## src/hw/rtl/dsfr_pkg.sv

```systemverilog
`timescale 1ns / 1ps
// ----------------------------------------------------------------------------
// DLE STX frame receiver package
// Shared types, framing codes and sizes for the frame receiver blocks.
// ----------------------------------------------------------------------------
package dsfr_pkg;

  localparam int PAYLOAD_DEPTH = 64;
  localparam int LIMIT_W       = 7;
  localparam int BYTE_W        = 8;
  localparam int STATUS_W      = 3;
  localparam int QUEUE_DEPTH   = 2;
  localparam int QPTR_W        = 1;
  localparam int QCNT_W        = $clog2(QUEUE_DEPTH + 1);

  localparam logic [LIMIT_W-1:0] LIMIT_RESET = 7'd64;

  localparam logic [BYTE_W-1:0] CODE_DLE = 8'h10;
  localparam logic [BYTE_W-1:0] CODE_STX = 8'h02;
  localparam logic [BYTE_W-1:0] CODE_ETX = 8'h03;

  typedef enum logic [STATUS_W-1:0] {
    ST_DATA     = 3'd0,
    ST_EMPTY    = 3'd1,
    ST_MISMATCH = 3'd2,
    ST_OVERFLOW = 3'd3,
    ST_BAD_ESC  = 3'd4
  } status_t;

  typedef enum logic [2:0] {
    PH_IDLE      = 3'd0,
    PH_AWAIT_STX = 3'd1,
    PH_IN_FRAME  = 3'd2,
    PH_AFTER_DLE = 3'd3,
    PH_AWAIT_SUM = 3'd4
  } phase_t;

  typedef enum logic {
    EM_IDLE = 1'b0,
    EM_LOAD = 1'b1
  } emit_state_t;

  // Work handed from the parser to the emitter
  typedef struct packed {
    logic               is_burst;
    status_t            status;
    logic [LIMIT_W-1:0] count;
  } cmd_t;

endpackage

```

## src/hw/rtl/dsfr_ram.sv

```systemverilog
`timescale 1ns / 1ps
// ----------------------------------------------------------------------------
// Generic RAM
// One write port, one read port with registered read data.
// ----------------------------------------------------------------------------
module dsfr_ram #(
  parameter int WIDTH  = 8,
  parameter int DEPTH  = 64,
  parameter int ADDR_W = (DEPTH > 1) ? $clog2(DEPTH) : 1
) (
  input  logic              clk,
  input  logic              wr_en,
  input  logic [ADDR_W-1:0] wr_addr,
  input  logic [WIDTH-1:0]  wr_data,
  input  logic              rd_en,
  input  logic [ADDR_W-1:0] rd_addr,
  output logic [WIDTH-1:0]  rd_data
);

  logic [WIDTH-1:0] mem [DEPTH];

  always_ff @(posedge clk) begin
    if (wr_en) begin
      mem[wr_addr] <= wr_data;
    end
    if (rd_en) begin
      rd_data <= mem[rd_addr];
    end
  end

endmodule

```

## src/hw/rtl/dsfr_parser.sv

```systemverilog
`timescale 1ns / 1ps
// ----------------------------------------------------------------------------
// Frame parser
// Accepts received bytes, strips framing, stores payload, checks the
// checksum and posts one command per frame outcome.
// ----------------------------------------------------------------------------
module dsfr_parser #(
  parameter int PAYLOAD_DEPTH = dsfr_pkg::PAYLOAD_DEPTH,
  parameter int ADDR_W        = (PAYLOAD_DEPTH > 1) ? $clog2(PAYLOAD_DEPTH) : 1,
  parameter int CNT_W         = $clog2(PAYLOAD_DEPTH + 1)
) (
  input  logic                         clk,
  input  logic                         rst,
  input  logic                         in_valid,
  output logic                         in_ready,
  input  logic [dsfr_pkg::BYTE_W-1:0]  rx_byte,
  input  logic [dsfr_pkg::LIMIT_W-1:0] payload_limit,
  input  logic                         q_full,
  output logic                         q_push,
  output dsfr_pkg::cmd_t               q_cmd,
  input  logic                         burst_done,
  output logic                         wr_en,
  output logic [ADDR_W-1:0]            wr_addr,
  output logic [dsfr_pkg::BYTE_W-1:0]  wr_data
);

  localparam logic [dsfr_pkg::LIMIT_W-1:0] DEPTH_L = dsfr_pkg::LIMIT_W'(PAYLOAD_DEPTH);

  dsfr_pkg::phase_t                phase, phase_next;
  logic [dsfr_pkg::BYTE_W-1:0]     checksum, checksum_next;
  logic [CNT_W-1:0]                count, count_next;
  logic                            burst_pending;
  logic                            accept;
  logic                            full;
  logic                            is_dle, is_stx, is_etx;
  logic [dsfr_pkg::LIMIT_W-1:0]    limit_eff;

  assign limit_eff = (payload_limit > DEPTH_L) ? DEPTH_L : payload_limit;
  assign full      = (dsfr_pkg::LIMIT_W'(count) >= limit_eff);
  assign is_dle    = (rx_byte == dsfr_pkg::CODE_DLE);
  assign is_stx    = (rx_byte == dsfr_pkg::CODE_STX);
  assign is_etx    = (rx_byte == dsfr_pkg::CODE_ETX);

  // Hold payload bytes while the previous frame is still being read out, and all bytes while the command queue is full
  assign in_ready = !q_full && !(burst_pending &&
                    (phase == dsfr_pkg::PH_IN_FRAME || phase == dsfr_pkg::PH_AFTER_DLE));
  assign accept   = in_valid && in_ready;

  // Next state
  always_comb begin
    phase_next    = phase;
    checksum_next = checksum;
    count_next    = count;
    if (accept) begin
      case (phase)
        dsfr_pkg::PH_AWAIT_STX: begin
          if (is_stx) begin
            count_next    = '0;
            checksum_next = '0;
            phase_next    = dsfr_pkg::PH_IN_FRAME;
          end else if (!is_dle) begin
            phase_next = dsfr_pkg::PH_IDLE;
          end
        end
        dsfr_pkg::PH_IN_FRAME: begin
          if (is_dle) begin
            phase_next = dsfr_pkg::PH_AFTER_DLE;
          end else if (full) begin
            phase_next    = dsfr_pkg::PH_IDLE;
            checksum_next = '0;
            count_next    = '0;
          end else begin
            count_next    = count + CNT_W'(1);
            checksum_next = checksum ^ rx_byte;
          end
        end
        dsfr_pkg::PH_AFTER_DLE: begin
          if (is_dle && !full) begin
            count_next = count + CNT_W'(1);
            phase_next = dsfr_pkg::PH_IN_FRAME;
          end else if (is_etx) begin
            phase_next = dsfr_pkg::PH_AWAIT_SUM;
          end else begin
            phase_next    = dsfr_pkg::PH_IDLE;
            checksum_next = '0;
            count_next    = '0;
          end
        end
        dsfr_pkg::PH_AWAIT_SUM: begin
          phase_next    = dsfr_pkg::PH_IDLE;
          checksum_next = '0;
          count_next    = '0;
        end
        default: begin
          phase_next = is_dle ? dsfr_pkg::PH_AWAIT_STX : dsfr_pkg::PH_IDLE;
        end
      endcase
    end
  end

  // Outputs
  always_comb begin
    wr_en          = 1'b0;
    wr_addr        = count[ADDR_W-1:0];
    wr_data        = rx_byte;
    q_push         = 1'b0;
    q_cmd.is_burst = 1'b0;
    q_cmd.status   = dsfr_pkg::ST_DATA;
    q_cmd.count    = dsfr_pkg::LIMIT_W'(count);
    if (accept) begin
      case (phase)
        dsfr_pkg::PH_IN_FRAME: begin
          if (!is_dle) begin
            if (full) begin
              q_push       = 1'b1;
              q_cmd.status = dsfr_pkg::ST_OVERFLOW;
            end else begin
              wr_en = 1'b1;
            end
          end
        end
        dsfr_pkg::PH_AFTER_DLE: begin
          if (is_dle) begin
            if (full) begin
              q_push       = 1'b1;
              q_cmd.status = dsfr_pkg::ST_OVERFLOW;
            end else begin
              wr_en   = 1'b1;
              wr_data = dsfr_pkg::CODE_DLE;
            end
          end else if (!is_etx) begin
            q_push       = 1'b1;
            q_cmd.status = dsfr_pkg::ST_BAD_ESC;
          end
        end
        dsfr_pkg::PH_AWAIT_SUM: begin
          q_push = 1'b1;
          if (rx_byte != checksum) begin
            q_cmd.status = dsfr_pkg::ST_MISMATCH;
          end else if (count == '0) begin
            q_cmd.status = dsfr_pkg::ST_EMPTY;
          end else begin
            q_cmd.is_burst = 1'b1;
          end
        end
        default: begin
          wr_en = 1'b0;
        end
      endcase
    end
  end

  always_ff @(posedge clk) begin
    if (rst) begin
      phase         <= dsfr_pkg::PH_IDLE;
      checksum      <= '0;
      count         <= '0;
      burst_pending <= 1'b0;
    end else begin
      phase    <= phase_next;
      checksum <= checksum_next;
      count    <= count_next;
      if (q_push && q_cmd.is_burst) begin
        burst_pending <= 1'b1;
      end else if (burst_done) begin
        burst_pending <= 1'b0;
      end
    end
  end

endmodule

```

## src/hw/rtl/dsfr_queue.sv

```systemverilog
`timescale 1ns / 1ps
// ----------------------------------------------------------------------------
// Command queue
// Short FIFO of frame commands between the parser and the emitter.
// ----------------------------------------------------------------------------
module dsfr_queue (
  input  logic           clk,
  input  logic           rst,
  input  logic           push,
  input  dsfr_pkg::cmd_t push_cmd,
  input  logic           pop,
  output dsfr_pkg::cmd_t head,
  output logic           full,
  output logic           empty
);

  dsfr_pkg::cmd_t                entries [dsfr_pkg::QUEUE_DEPTH];
  logic [dsfr_pkg::QPTR_W-1:0]   wr_ptr;
  logic [dsfr_pkg::QPTR_W-1:0]   rd_ptr;
  logic [dsfr_pkg::QCNT_W-1:0]   fill;

  assign head  = entries[rd_ptr];
  assign full  = (fill == dsfr_pkg::QCNT_W'(dsfr_pkg::QUEUE_DEPTH));
  assign empty = (fill == '0);

  always_ff @(posedge clk) begin
    if (push) begin
      entries[wr_ptr] <= push_cmd;
    end
  end

  always_ff @(posedge clk) begin
    if (rst) begin
      wr_ptr <= '0;
      rd_ptr <= '0;
      fill   <= '0;
    end else begin
      if (push) begin
        wr_ptr <= wr_ptr + dsfr_pkg::QPTR_W'(1);
      end
      if (pop) begin
        rd_ptr <= rd_ptr + dsfr_pkg::QPTR_W'(1);
      end
      if (push && !pop) begin
        fill <= fill + dsfr_pkg::QCNT_W'(1);
      end else if (pop && !push) begin
        fill <= fill - dsfr_pkg::QCNT_W'(1);
      end
    end
  end

endmodule

```

## src/hw/rtl/dsfr_emit.sv

```systemverilog
`timescale 1ns / 1ps
// ----------------------------------------------------------------------------
// Result emitter
// Pops frame commands and drives the result register: one status word, or
// the stored payload read out one word per cycle while the output is not stalled.
// ----------------------------------------------------------------------------
module dsfr_emit #(
  parameter int PAYLOAD_DEPTH = dsfr_pkg::PAYLOAD_DEPTH,
  parameter int ADDR_W        = (PAYLOAD_DEPTH > 1) ? $clog2(PAYLOAD_DEPTH) : 1
) (
  input  logic                          clk,
  input  logic                          rst,
  input  dsfr_pkg::cmd_t                head,
  input  logic                          q_empty,
  output logic                          q_pop,
  output logic                          rd_en,
  output logic [ADDR_W-1:0]             rd_addr,
  input  logic [dsfr_pkg::BYTE_W-1:0]   rd_data,
  output logic                          burst_done,
  output logic                          out_valid,
  input  logic                          out_ready,
  output logic [dsfr_pkg::BYTE_W-1:0]   out_byte,
  output logic                          last_of_frame,
  output logic [dsfr_pkg::STATUS_W-1:0] frame_status
);

  dsfr_pkg::emit_state_t state, state_next;
  logic [ADDR_W-1:0]     cur_addr;
  logic [ADDR_W-1:0]     last_addr;
  logic                  out_free;
  logic                  at_last;
  logic                  load_status;
  logic                  load_data;

  assign out_free = !out_valid || out_ready;
  assign at_last  = (cur_addr == last_addr);

  // Next state
  always_comb begin
    state_next = state;
    case (state)
      dsfr_pkg::EM_IDLE: begin
        if (!q_empty && head.is_burst) begin
          state_next = dsfr_pkg::EM_LOAD;
        end
      end
      dsfr_pkg::EM_LOAD: begin
        if (out_free && at_last) begin
          state_next = dsfr_pkg::EM_IDLE;
        end
      end
      default: begin
        state_next = dsfr_pkg::EM_IDLE;
      end
    endcase
  end

  // Outputs
  always_comb begin
    q_pop       = 1'b0;
    rd_en       = 1'b0;
    rd_addr     = cur_addr + ADDR_W'(1);
    load_status = 1'b0;
    load_data   = 1'b0;
    burst_done  = 1'b0;
    case (state)
      dsfr_pkg::EM_IDLE: begin
        if (!q_empty) begin
          if (head.is_burst) begin
            q_pop   = 1'b1;
            rd_en   = 1'b1;
            rd_addr = '0;
          end else if (out_free) begin
            q_pop       = 1'b1;
            load_status = 1'b1;
          end
        end
      end
      dsfr_pkg::EM_LOAD: begin
        if (out_free) begin
          load_data = 1'b1;
          if (at_last) begin
            burst_done = 1'b1;
          end else begin
            rd_en = 1'b1;
          end
        end
      end
      default: begin
        q_pop = 1'b0;
      end
    endcase
  end

  always_ff @(posedge clk) begin
    if (rst) begin
      state     <= dsfr_pkg::EM_IDLE;
      out_valid <= 1'b0;
    end else begin
      state <= state_next;
      if (load_status || load_data) begin
        out_valid <= 1'b1;
      end else if (out_ready) begin
        out_valid <= 1'b0;
      end
    end
  end

  // Track the address whose data sits in the read register
  always_ff @(posedge clk) begin
    if (rd_en) begin
      cur_addr <= rd_addr;
    end
    if (q_pop && head.is_burst) begin
      last_addr <= ADDR_W'(head.count - dsfr_pkg::LIMIT_W'(1));
    end
    if (load_status) begin
      out_byte      <= '0;
      last_of_frame <= 1'b1;
      frame_status  <= head.status;
    end else if (load_data) begin
      out_byte      <= rd_data;
      last_of_frame <= at_last;
      frame_status  <= dsfr_pkg::ST_DATA;
    end
  end

endmodule

```

## src/hw/rtl/dle_stx_frame_receiver_core.sv

```systemverilog
`timescale 1ns / 1ps
// A status result passes through the command queue and the output register; a payload
// burst goes via the queue, RAM read register and output register, then one word per
// cycle while out_ready is high. Input: one byte per cycle while in_ready is high;
// payload bytes of a new frame wait until the previous frame's payload has been read
// out of the one shared payload RAM. Reset clears parser, queue and output valid flag
// and sets the limit to 64; payload RAM is not cleared and needs no clearing pass.
// ----------------------------------------------------------------------------
// DLE STX frame receiver core
// Parses byte-stuffed DLE STX / DLE ETX frames with an XOR checksum and
// emits verified payload or one status word per frame.
// ----------------------------------------------------------------------------
module dle_stx_frame_receiver_core #(
  parameter int PAYLOAD_DEPTH = dsfr_pkg::PAYLOAD_DEPTH
) (
  input  logic                          clk,
  input  logic                          rst,
  input  logic                          in_valid,
  output logic                          in_ready,
  input  logic [dsfr_pkg::BYTE_W-1:0]   rx_byte,
  output logic                          out_valid,
  input  logic                          out_ready,
  output logic [dsfr_pkg::BYTE_W-1:0]   out_byte,
  output logic                          last_of_frame,
  output logic [dsfr_pkg::STATUS_W-1:0] frame_status,
  input  logic                          cfg_valid,
  output logic                          cfg_ready,
  input  logic [dsfr_pkg::LIMIT_W-1:0]  cfg_data
);

  localparam int ADDR_W = (PAYLOAD_DEPTH > 1) ? $clog2(PAYLOAD_DEPTH) : 1;
  localparam int CNT_W  = $clog2(PAYLOAD_DEPTH + 1);

  logic [dsfr_pkg::LIMIT_W-1:0] payload_limit;
  logic                         q_full, q_empty, q_push, q_pop;
  dsfr_pkg::cmd_t               q_cmd, q_head;
  logic                         burst_done;
  logic                         wr_en, rd_en;
  logic [ADDR_W-1:0]            wr_addr, rd_addr;
  logic [dsfr_pkg::BYTE_W-1:0]  wr_data, rd_data;

  assign cfg_ready = 1'b1;

  always_ff @(posedge clk) begin
    if (rst) begin
      payload_limit <= dsfr_pkg::LIMIT_RESET;
    end else if (cfg_valid) begin
      payload_limit <= cfg_data;
    end
  end

  dsfr_parser #(
    .PAYLOAD_DEPTH (PAYLOAD_DEPTH),
    .ADDR_W        (ADDR_W),
    .CNT_W         (CNT_W)
  ) u_parser (
    .clk           (clk),
    .rst           (rst),
    .in_valid      (in_valid),
    .in_ready      (in_ready),
    .rx_byte       (rx_byte),
    .payload_limit (payload_limit),
    .q_full        (q_full),
    .q_push        (q_push),
    .q_cmd         (q_cmd),
    .burst_done    (burst_done),
    .wr_en         (wr_en),
    .wr_addr       (wr_addr),
    .wr_data       (wr_data)
  );

  dsfr_queue u_queue (
    .clk      (clk),
    .rst      (rst),
    .push     (q_push),
    .push_cmd (q_cmd),
    .pop      (q_pop),
    .head     (q_head),
    .full     (q_full),
    .empty    (q_empty)
  );

  dsfr_ram #(
    .WIDTH  (dsfr_pkg::BYTE_W),
    .DEPTH  (PAYLOAD_DEPTH),
    .ADDR_W (ADDR_W)
  ) u_payload_ram (
    .clk     (clk),
    .wr_en   (wr_en),
    .wr_addr (wr_addr),
    .wr_data (wr_data),
    .rd_en   (rd_en),
    .rd_addr (rd_addr),
    .rd_data (rd_data)
  );

  dsfr_emit #(
    .PAYLOAD_DEPTH (PAYLOAD_DEPTH),
    .ADDR_W        (ADDR_W)
  ) u_emit (
    .clk           (clk),
    .rst           (rst),
    .head          (q_head),
    .q_empty       (q_empty),
    .q_pop         (q_pop),
    .rd_en         (rd_en),
    .rd_addr       (rd_addr),
    .rd_data       (rd_data),
    .burst_done    (burst_done),
    .out_valid     (out_valid),
    .out_ready     (out_ready),
    .out_byte      (out_byte),
    .last_of_frame (last_of_frame),
    .frame_status  (frame_status)
  );

endmodule
```

## config.mk

```make
export PLATFORM = sky130hd
export DESIGN_NAME = dle_stx_frame_receiver_core
export DESIGN_NICKNAME = d
export VERILOG_FILES = /design/src/hw/rtl/dsfr_pkg.sv /design/src/hw/rtl/dsfr_ram.sv /design/src/hw/rtl/dsfr_parser.sv /design/src/hw/rtl/dsfr_queue.sv /design/src/hw/rtl/dsfr_emit.sv /design/src/hw/rtl/dle_stx_frame_receiver_core.sv
export SDC_FILE = /design/constraint.sdc
export NUM_CORES = 1
export LEC_CHECK = 0
export BUFFER_PORTS_ARGS = -buffer_cell sky130_fd_sc_hd__buf_2
export CORE_MARGIN = 2
export CORE_UTILIZATION = 30
export DETAILED_ROUTE_END_ITERATION = 12
export PLACE_DENSITY = 0.41
export SLEW_MARGIN = 10
export SYNTH_ARGS = -nofsm -noshare
export SYNTH_HDL_FRONTEND = slang
export SYNTH_HIERARCHICAL = 1
export SYNTH_SLANG_ARGS = --single-unit
```

## constraint.sdc

```tcl
create_clock -name clk -period 6.9 [get_ports clk]
set_input_delay 1.38 -clock clk [delete_from_list [all_inputs] [get_ports clk]]
set_output_delay 1.38 -clock clk [all_outputs]
set_load 0.01 [all_outputs]
```

Word level (Yosys, flattened, before mapping)

Memory sizes are Yosys's and may differ from the RTL's. A register that Yosys moved wholly into a read port is not among the register bits.
Cells that the tools add are included.
W data, S select, Z words.

Memories kept: 2
Memory bits (writable): 534
Register bits: 56
Input port bits: 20
Word-level logic and storage cells: 158

Memory list:

| memory            | depth | bits a word | read ports | clocked after Yosys merged registers in | wr ports | line             | source |
|---|---|---|---|---|---|---|---|
| u_payload_ram.mem | 64    | 8           | 1          | 1                                       | 1        | dsfr_ram.sv:20   | `logic [WIDTH-1:0] mem [DEPTH];` |
| u_queue.entries   | 2     | 11          | 1          | 1                                       | 1        | dsfr_queue.sv:17 | `dsfr_pkg::cmd_t entries [dsfr_pkg::QUEUE_DEPTH];` |

Muxes and demuxes: 83
Add/sub/neg operators: 7
Order comparisons: 2
Eq/ne operators: 17
Bitwise operators: 2
Reductions and logical operators: 30

Operators by type and width:

| operator              | number |
|---|---|
| $mux W8               | 9 |
| $mux W7               | 6 |
| $mux W1               | 41 |
| $mux W3               | 12 |
| $pmux W8 S4           | 1 |
| $pmux W7 S4           | 1 |
| $mux W6               | 3 |
| $eq A8 B2 Y1 const B  | 2 |
| $pmux W3 S4           | 1 |
| $logic_and A1 B1 Y1   | 10 |
| $pmux W3 S3           | 1 |
| $eq A8 B5 Y1 const B  | 1 |
| $ne A8 B8 Y1          | 1 |
| $reduce_bool A2 Y1    | 4 |
| $xor A8 B8 Y8         | 1 |
| $add A7 B1 Y7 const B | 1 |
| $ge A7 B7 Y1          | 1 |
| $gt A7 B7 Y1 const B  | 1 |
| $logic_not A1 Y1      | 7 |
| $logic_not A7 Y1      | 1 |
| $add A6 B1 Y6 const B | 1 |
| $eq A3 B2 Y1 const B  | 2 |
| $eq A6 B6 Y1          | 1 |
| $mux W2               | 3 |
| other kinds (21)      | 29 |

Depth between registers and ports, before layout

Gate-level depths: netlist of the first run.

Word-level depth: 11
Mapped depth: 14

Modules after synthesis

Netlist of the first run, hierarchy kept.

Modules (own cells, without submodules):

| module                      | cells an instance | times used | area an instance (um^2) |
|---|---|---|---|
| dsfr_ram                    | 940               | 1          | 20246.9 |
| dsfr_parser                 | 216               | 1          | 1709.1 |
| dsfr_emit                   | 110               | 1          | 1159.9 |
| dsfr_queue                  | 56                | 1          | 997.2 |
| dle_stx_frame_receiver_core | 24                | 1          | 262.8 |

Least setup slack after synthesis of the first run

OpenSTA, ideal clock, no wires.

Path kind: in2reg
From: input port rx_byte[0] in the netlist's numbering
To: memory u_payload_ram.mem[62][0], enable pin
Stages: 9
Data arrival time: 3.414 ns
Buffers on the path: 1
Setup slack: 3.116 ns
Setup time: 0.370 ns
Data required time: 6.530 ns
Path through: clkbuf_1 nor4_4 a31o_2 and3_2 nand3_4 inv_1 nor2b_1 nand3_1 nor2_1

Cells in the longest elaborated chain, start to end: 6
Elaborated cells on any way between the ends: 7
Classes of those cells: eq/ne: 1; mux: 6

RTL lines:

| what                              | line                                   | source |
|---|---|---|
| start: declaration                | dle_stx_frame_receiver_core.sv:20      | `input logic [dsfr_pkg::BYTE_W-1:0] rx_byte,` |
| $eq A8 B5 Y1 (*)                  | dsfr_parser.sv:40                      | `assign is_dle = (rx_byte == dsfr_pkg::CODE_DLE);` |
| $mux W1, on equally long branches | dsfr_parser.sv:123, dsfr_parser.sv:113 |  |
| $pmux W1 S2 (*)                   | dsfr_parser.sv:111                     | `case (phase)` |
| $mux W1 (*)                       | dsfr_parser.sv:110                     | `if (accept) begin` |
| named net wr_en                   | dle_stx_frame_receiver_core.sv:38      | `logic wr_en, rd_en;` |
| $mux W1 (*)                       | dsfr_ram.sv:23                         | `if (wr_en) begin` |
| $mux W1 (not written as such) (*) | dsfr_ram.sv:24                         | `mem[wr_addr] <= wr_data;` |
| end: declaration                  | dsfr_ram.sv:20                         |  |

Mark *: on every way through the listed nets, which the timed path passes. The rest lies on a longest branch.

==> run_results.csv, run 1 <==
group,metric,value,unit
cells_and_area,syn_to_final_growth,14.1,%
detailed_routing,antenna_left,0,
timing,worst_pin_slew,1.10,ns
cts,cts_resized,0,
placement,place_inst,2382,
setup_path,crit_slowest_cell,"dfxtp_1",
detailed_routing,vias,12400,
timing,finalSetupTns,0,ns
placement,dp_hpwl,37800,microns
pwr,power_frac_seq,34.4,%
cts,cts.sinks,597,
cts,ctsLongestPathBuffers,3,
detailed_routing,dr.pass1.iters,5,
cts,cts_tree,"done",
global_routing,gr-total-overflow,0,
yosys,syn_inst,1343,
cells_and_area,layout.nets,1424,
cts,post-cts-setup-buffers,0,
timing,hold_violations,0,
setup_path,path_cells,"mux2_2, and2_1, nor2_4, buf_12, buf_12, mux4_2, mux4_2, o21ai_1, o41ai_1",
detailed_routing,routed_wl,62100,microns
cts,cts_hold_buf,0,
setup_path,cp.required,7.21,ns
yosys,ys_warn_count,6,
die,die_area,83300,sq um
pwr,finalPower,12.3,mW
setup_path,worstPathMaxFanout,47,
cts,numCtsBuffers,68,
yosys,syn_area_per_cell,18.1,sq um
timing,setup_viol,0,
run_status,status,"completed",
cts,clk_latency,0.60,ns
cells_and_area,multiInputGateArea,6300,sq um
detailed_routing,dr.first_iter.drc_count,1023,
pwr,p_int,8.16,mW
timing,drv_slew,0,
job,drv_cap,0,
placement,gp_congestion,0.743,
timing,rsz0062_at_grt,"false",
cells_and_area,antennaDiodeCount,0,
yosys,syn_nets,1375,
timing,fin_crit,4.67,ns
setup_path,critical_path_class,"flip-flop to flip-flop",
pwr,sw_frac_of_total,33.8,%
global_routing,grt_max_degree,71,
cells_and_area,fillers,7596,
global_routing,grt_usage,15.2,%
hold_path,min_path_type,"flip-flop to flip-flop",
die,dieWidth,289,microns
timing,holdWs,0.452,ns
global_routing,antenna_found_initial,0,
setup_path,endpoint_kind,"flip-flop",
global_routing,grt_pass1_vias,13000,
yosys,synth_area,24300,sq um
hold_path,min-delay-start,"u_emit/out_byte[7]$_SDFFE_PP0P_",
cts,clk_pin_slew,0.06,ns
pwr,leakage,8.67,nW
timing,skew,0.0184,ns
die,initial_utilization,30.2,%
die,core,80400,sq um
placement,port_buffers,33,
cts,root_buffer,"clkbuf_16",
timing,relSlewSlack,24.9,%
die,std_cell_rows,104,
die,io_pins,35,
global_routing,grt_pass1_wl,91100,microns
die,die_h,289,microns
pwr,peakVddDrop,0.341,mV
timing,fmax,214,MHz
cells_and_area,drive_gt1_share,24.0,%
pwr,power_frac_clock,28.3,%
detailed_routing,remaining_drc_errors,0,
cells_and_area,ff_latch_area,17500,sq um
setup_path,cpPeakStageDelay,0.61,ns
setup_path,cp_data_arrival_time,4.99,ns
pwr,p_sw,4.18,mW
cts,cts_htree_levels,3,
setup_path,cp-start-kind,"flip-flop",
detailed_routing,drt-vias-per-instance,4.94,
pwr,p_per_area,445,nW/um^2
timing,min_period_over_period,67.7,%
cells_and_area,finalNonFillerCells,2505,
pwr,p_comb_share,37.3,%
detailed_routing,wl_per_cell,24.8,microns
==> path summary, 6_finish.rpt <==
check,endpoint,slack [ns],depth (start not counted)
setup reg to reg,u_payload_ram/rd_data[5]$_DFFE_PP_,2.23,9
hold / removal,u_emit/out_byte[7]$_SDFFE_PP0P_,0.45,2
hold reg to reg,u_emit/out_byte[7]$_SDFFE_PP0P_,0.45,2
setup / recovery,u_payload_ram/rd_data[5]$_DFFE_PP_,2.23,9
==> critical path: cells and delay by family (launching register included) <==
family	cells	cell delay (ns)
buf+inv	2	0.70
flops	1	0.61
mux	3	1.56
simple gates	2	0.97
compound gates	2	0.44
==> flip-flops by register name, indices dropped and copies added (netlist names), named ones only <==
register and flops:
u_queue/wr_ptr 1, u_parser/phase 3, u_emit/state 1, u_queue/entries 20, u_emit/last_addr 6, u_queue/fill 2
u_payload_ram/rd_data 8, u_emit/frame_status 3, u_emit/out_byte 8, u_emit/cur_addr 6, u_parser/count 7, u_payload_ram/mem 512
payload_limit 7, u_emit/out_valid 1, u_queue/rd_ptr 1, u_parser/burst_pending 1, u_emit/last_of_frame 1, u_parser/checksum 8
==> per-stage QoR <==
stage	cell area [sq um]	utilization [%]	setup slack, ns
after global placement	25600	31.8	2.09
final	27700	34.5	2.23
after detailed placement	25600	31.8	1.94
after CTS	27700	34.5	2.11
after floorplan	24300	-	3.12
after global routing	27700	34.5	1.90
==> layer usage <==
layer / wire length [microns] / GRT usage (%) / vias to the layer above
met5: 0 / 0 / -
met4: 1240 / 4.50 / 0
met3: 2570 / 2.54 / 65
met2: 30200 / 24.9 / 302
met1: 28200 / 20.7 / 6542
li1: - / - / 5464
==> final cells by class <==
type                       instances  area share [%]
inverter                          12           0.162
clock buffer                      88            6.56
tap                             1060            4.78
multi-input combinational        653            22.7
timing repair buffer              60            1.51
sequential                       597            63.1
clock inverter                    35            1.16
==> power groups by stage <==
stage               Combinational (mW)  Sequential [mW]  Clock [mW]
CTS                               4.71             4.24        3.61
floorplan                         3.24             4.27           0
finish                            4.60             4.24        3.50
global placement                  4.69             4.32           0
detailed placement                4.71             4.32           0
global route                      4.94             4.25        3.74
==> placed cells by master, fill, tap and decap left out, drive strengths merged, types with 12 or more instances in the layout <==
cell and n:
a21oi 30, buf 60, clkbuf 88, clkinv 21, dfxtp 42, edfxtp 555
ha 12, inv 18, mux2 23, mux2i 29, mux4 126, nand2 62
nand2b 22, nand3 20, nor2 109, nor2b 23, nor3 13, o21ai 26
xnor2 12, xor2 15
(Power assumes the default switching activity.)
==> run 2: changes to the inputs <==
==> constraint.sdc (replaced) <==
create_clock -name clk -period 4.4 [get_ports clk]
set_input_delay 0.88 -clock clk [delete_from_list [all_inputs] [get_ports clk]]
set_output_delay 0.88 -clock clk [all_outputs]
set_load 0.01 [all_outputs]
==> run 2 against run 1 <==
Compared with the run above: final cell count increased by 3.7%; fmax is 18% higher; critical path depth increased by 1; global-route usage grew 0.17 points; combinational power is 69% higher; power increased by 62%; critical path type unchanged; critical endpoint is now u_payload_ram/rd_data[0]$_DFFE_PP_; highest routed layer unchanged.
==> run_results.csv, run 2 (synthesis gave the netlist of run 1 again) <==
group,metric,value,unit
run_status,status,"completed",
die,die_area,83300,sq um
setup_path,cp.required,4.71,ns
detailed_routing,wl_per_cell,24.2,microns
timing,holdWs,0.456,ns
detailed_routing,dr.first_iter.drc_count,974,
detailed_routing,dr.pass1.iters,5,
timing,relSlewSlack,41.3,%
die,die_h,289,microns
setup_path,cp-start-kind,"flip-flop",
cts,cts_resized,0,
setup_path,crit_family,"multiplexers",
timing,worst_pin_slew,0.880,ns
global_routing,gr-total-overflow,0,
die,initial_utilization,30.2,%
cells_and_area,drive_gt1_share,28.6,%
cells_and_area,syn_to_final_growth,17.4,%
setup_path,endpoint_kind,"flip-flop",
die,dieWidth,289,microns
job,drv_cap,0,
cts,cts_htree_levels,3,
setup_path,rr_worst_depth,10,
global_routing,gr-max-usage-layer,"met2",
pwr,p_per_area,701,nW/um^2
die,std_cell_rows,104,
placement,gp_congestion,0.768,
setup_path,cpPeakStageDelay,0.56,ns
hold_path,hold_path_end,"u_emit/out_byte[4]$_SDFFE_PP0P_",
hold_path,min-delay-start,"u_emit/out_byte[4]$_SDFFE_PP0P_",
cells_and_area,regMostFlops,"u_payload_ram/mem",
global_routing,met3_usage,2.44,%
die,core,80400,sq um
timing,rsz0062_at_grt,"false",
setup_path,critical_path_class,"flip-flop to flip-flop",
timing,finalSetupTns,0,ns
global_routing,grt_max_degree,73,
cts,root_buffer,"clkbuf_16",
detailed_routing,remaining_drc_errors,0,
setup_path,path_cells,"mux2_2, and2_1, nor2_4, buf_12, buf_12, mux4_2, mux4_2, nor2_1, nor3_1, o2bb2ai_1",
placement,port_buffers,33,
global_routing,grt_pass1_wl,92000,microns
setup_path,r2r_slack,0.42,ns
setup_path,cp_num_buf_inv,2,
detailed_routing,vias,12600,
cts,clk_latency,0.60,ns
setup_path,worstPathMaxFanout,28,
cts,cts.sinks,597,
cts,post-cts-setup-buffers,0,
timing,skew,0.0153,ns
global_routing,grt_pass1_vias,12900,
cts,cts_hold_buf,0,
cts,cts_tree,"done",
cts,ctsLongestPathBuffers,3,
timing,setup_viol,0,
cells_and_area,antennaDiodeCount,0,
timing,fin_crit,3.98,ns
global_routing,grtUsageMet1,21.7,%
cts,numCtsBuffers,69,
cells_and_area,largest_register_ffs,512,
setup_path,reg2reg_to,"u_payload_ram/rd_data[0]$_DFFE_PP_",
die,io_pins,35,
timing,fmax,251,MHz
placement,dp_hpwl,39100,microns
detailed_routing,routed_wl,62800,microns
timing,hold_violations,0,
detailed_routing,drt-vias-per-instance,4.87,
setup_path,crit_slowest_cell,"mux4_2",
cells_and_area,layout.nets,1516,
timing,min_period_over_period,90.4,%
hold_path,min_path_cells,2,
pwr,leakage,9.22,nW
detailed_routing,antenna_left,0,
setup_path,cp_data_arrival_time,4.29,ns
hold_path,min_path_type,"flip-flop to flip-flop",
cells_and_area,final_cell_mix,"555 x edfxtp_1, 126 x mux4_2, 111 x buf_4",
global_routing,antenna_found_initial,0,
cells_and_area,final_common_cell,"edfxtp_1",
global_routing,grt_use_met2,24.4,%
cts,clk_pin_slew,0.05,ns
pwr,peakVddDrop,0.410,mV
timing,drv_slew,0,
global_routing,grt_usage,15.3,%
cells_and_area,reg.largest.list,"u_payload_ram/mem: 512 flops, u_queue/entries: 20 flops",
[run 2: cell type report]
class,count,area (sq um)
fillers,7582,51900
flip-flops and latches,597,17500
multi-input cells,653,6300
clock buffers,95,1930
well taps,1060,1330
repair buffers,151,1140
clock inverters,29,288
inverters,12,45.0
[run 2: stage by stage]
step / instances / util, % / total power, mW / instance area, sq um / setup WS (ns)
floorplan: 1343 / - / 11.8 / 24300 / 1.12
global placement: 2473 / 32.7 / 14.6 / 26300 / 0.382
detailed placement: 2473 / 32.7 / 14.6 / 26300 / 0.383
CTS: 2597 / 35.5 / 20.4 / 28500 / 0.364
global route: 2597 / 35.5 / 21.0 / 28500 / 0.216
finish: 2597 / 35.5 / 20.0 / 28500 / 0.423
[run 2: tightest hold or removal path, cell delays in order (launching register included)]
cell	delay (ns)
dfxtp_1	0.31
nand2_1	0.05
a21oi_1	0.05
[run 2: worst max-delay path by stage]
stage | from | end | slack, ns | depth (start not counted)
6_report | flip-flop | u_payload_ram/rd_data[0]$_DFFE_PP_ | 0.42 | 10
5_1_grt | flip-flop | u_payload_ram/rd_data[0]$_DFFE_PP_ | 0.22 | 10
4_1_cts | flip-flop | u_payload_ram/rd_data[0]$_DFFE_PP_ | 0.36 | 10
3_5_place_dp | flip-flop | u_payload_ram/rd_data[0]$_DFFE_PP_ | 0.38 | 10
3_3_place_gp | flip-flop | u_payload_ram/rd_data[0]$_DFFE_PP_ | 0.38 | 10
2_1_floorplan | rx_byte[0] | u_payload_ram/mem[62][0]$_DFFE_PP_ | 1.12 | 9
[run 2: layer usage]
layer / vias to the layer above / wire length [microns]
li1: 5642 / -
met1: 6641 / 29200
met2: 275 / 29700
met3: 77 / 2610
met4: 0 / 1270
met5: - / 0
[run 2: report_power, final]
part / internal [mW] / switching, mW
combinational: 3.33 / 4.43
clock: 3.41 / 2.23
sequential: 6.49 / 0.127
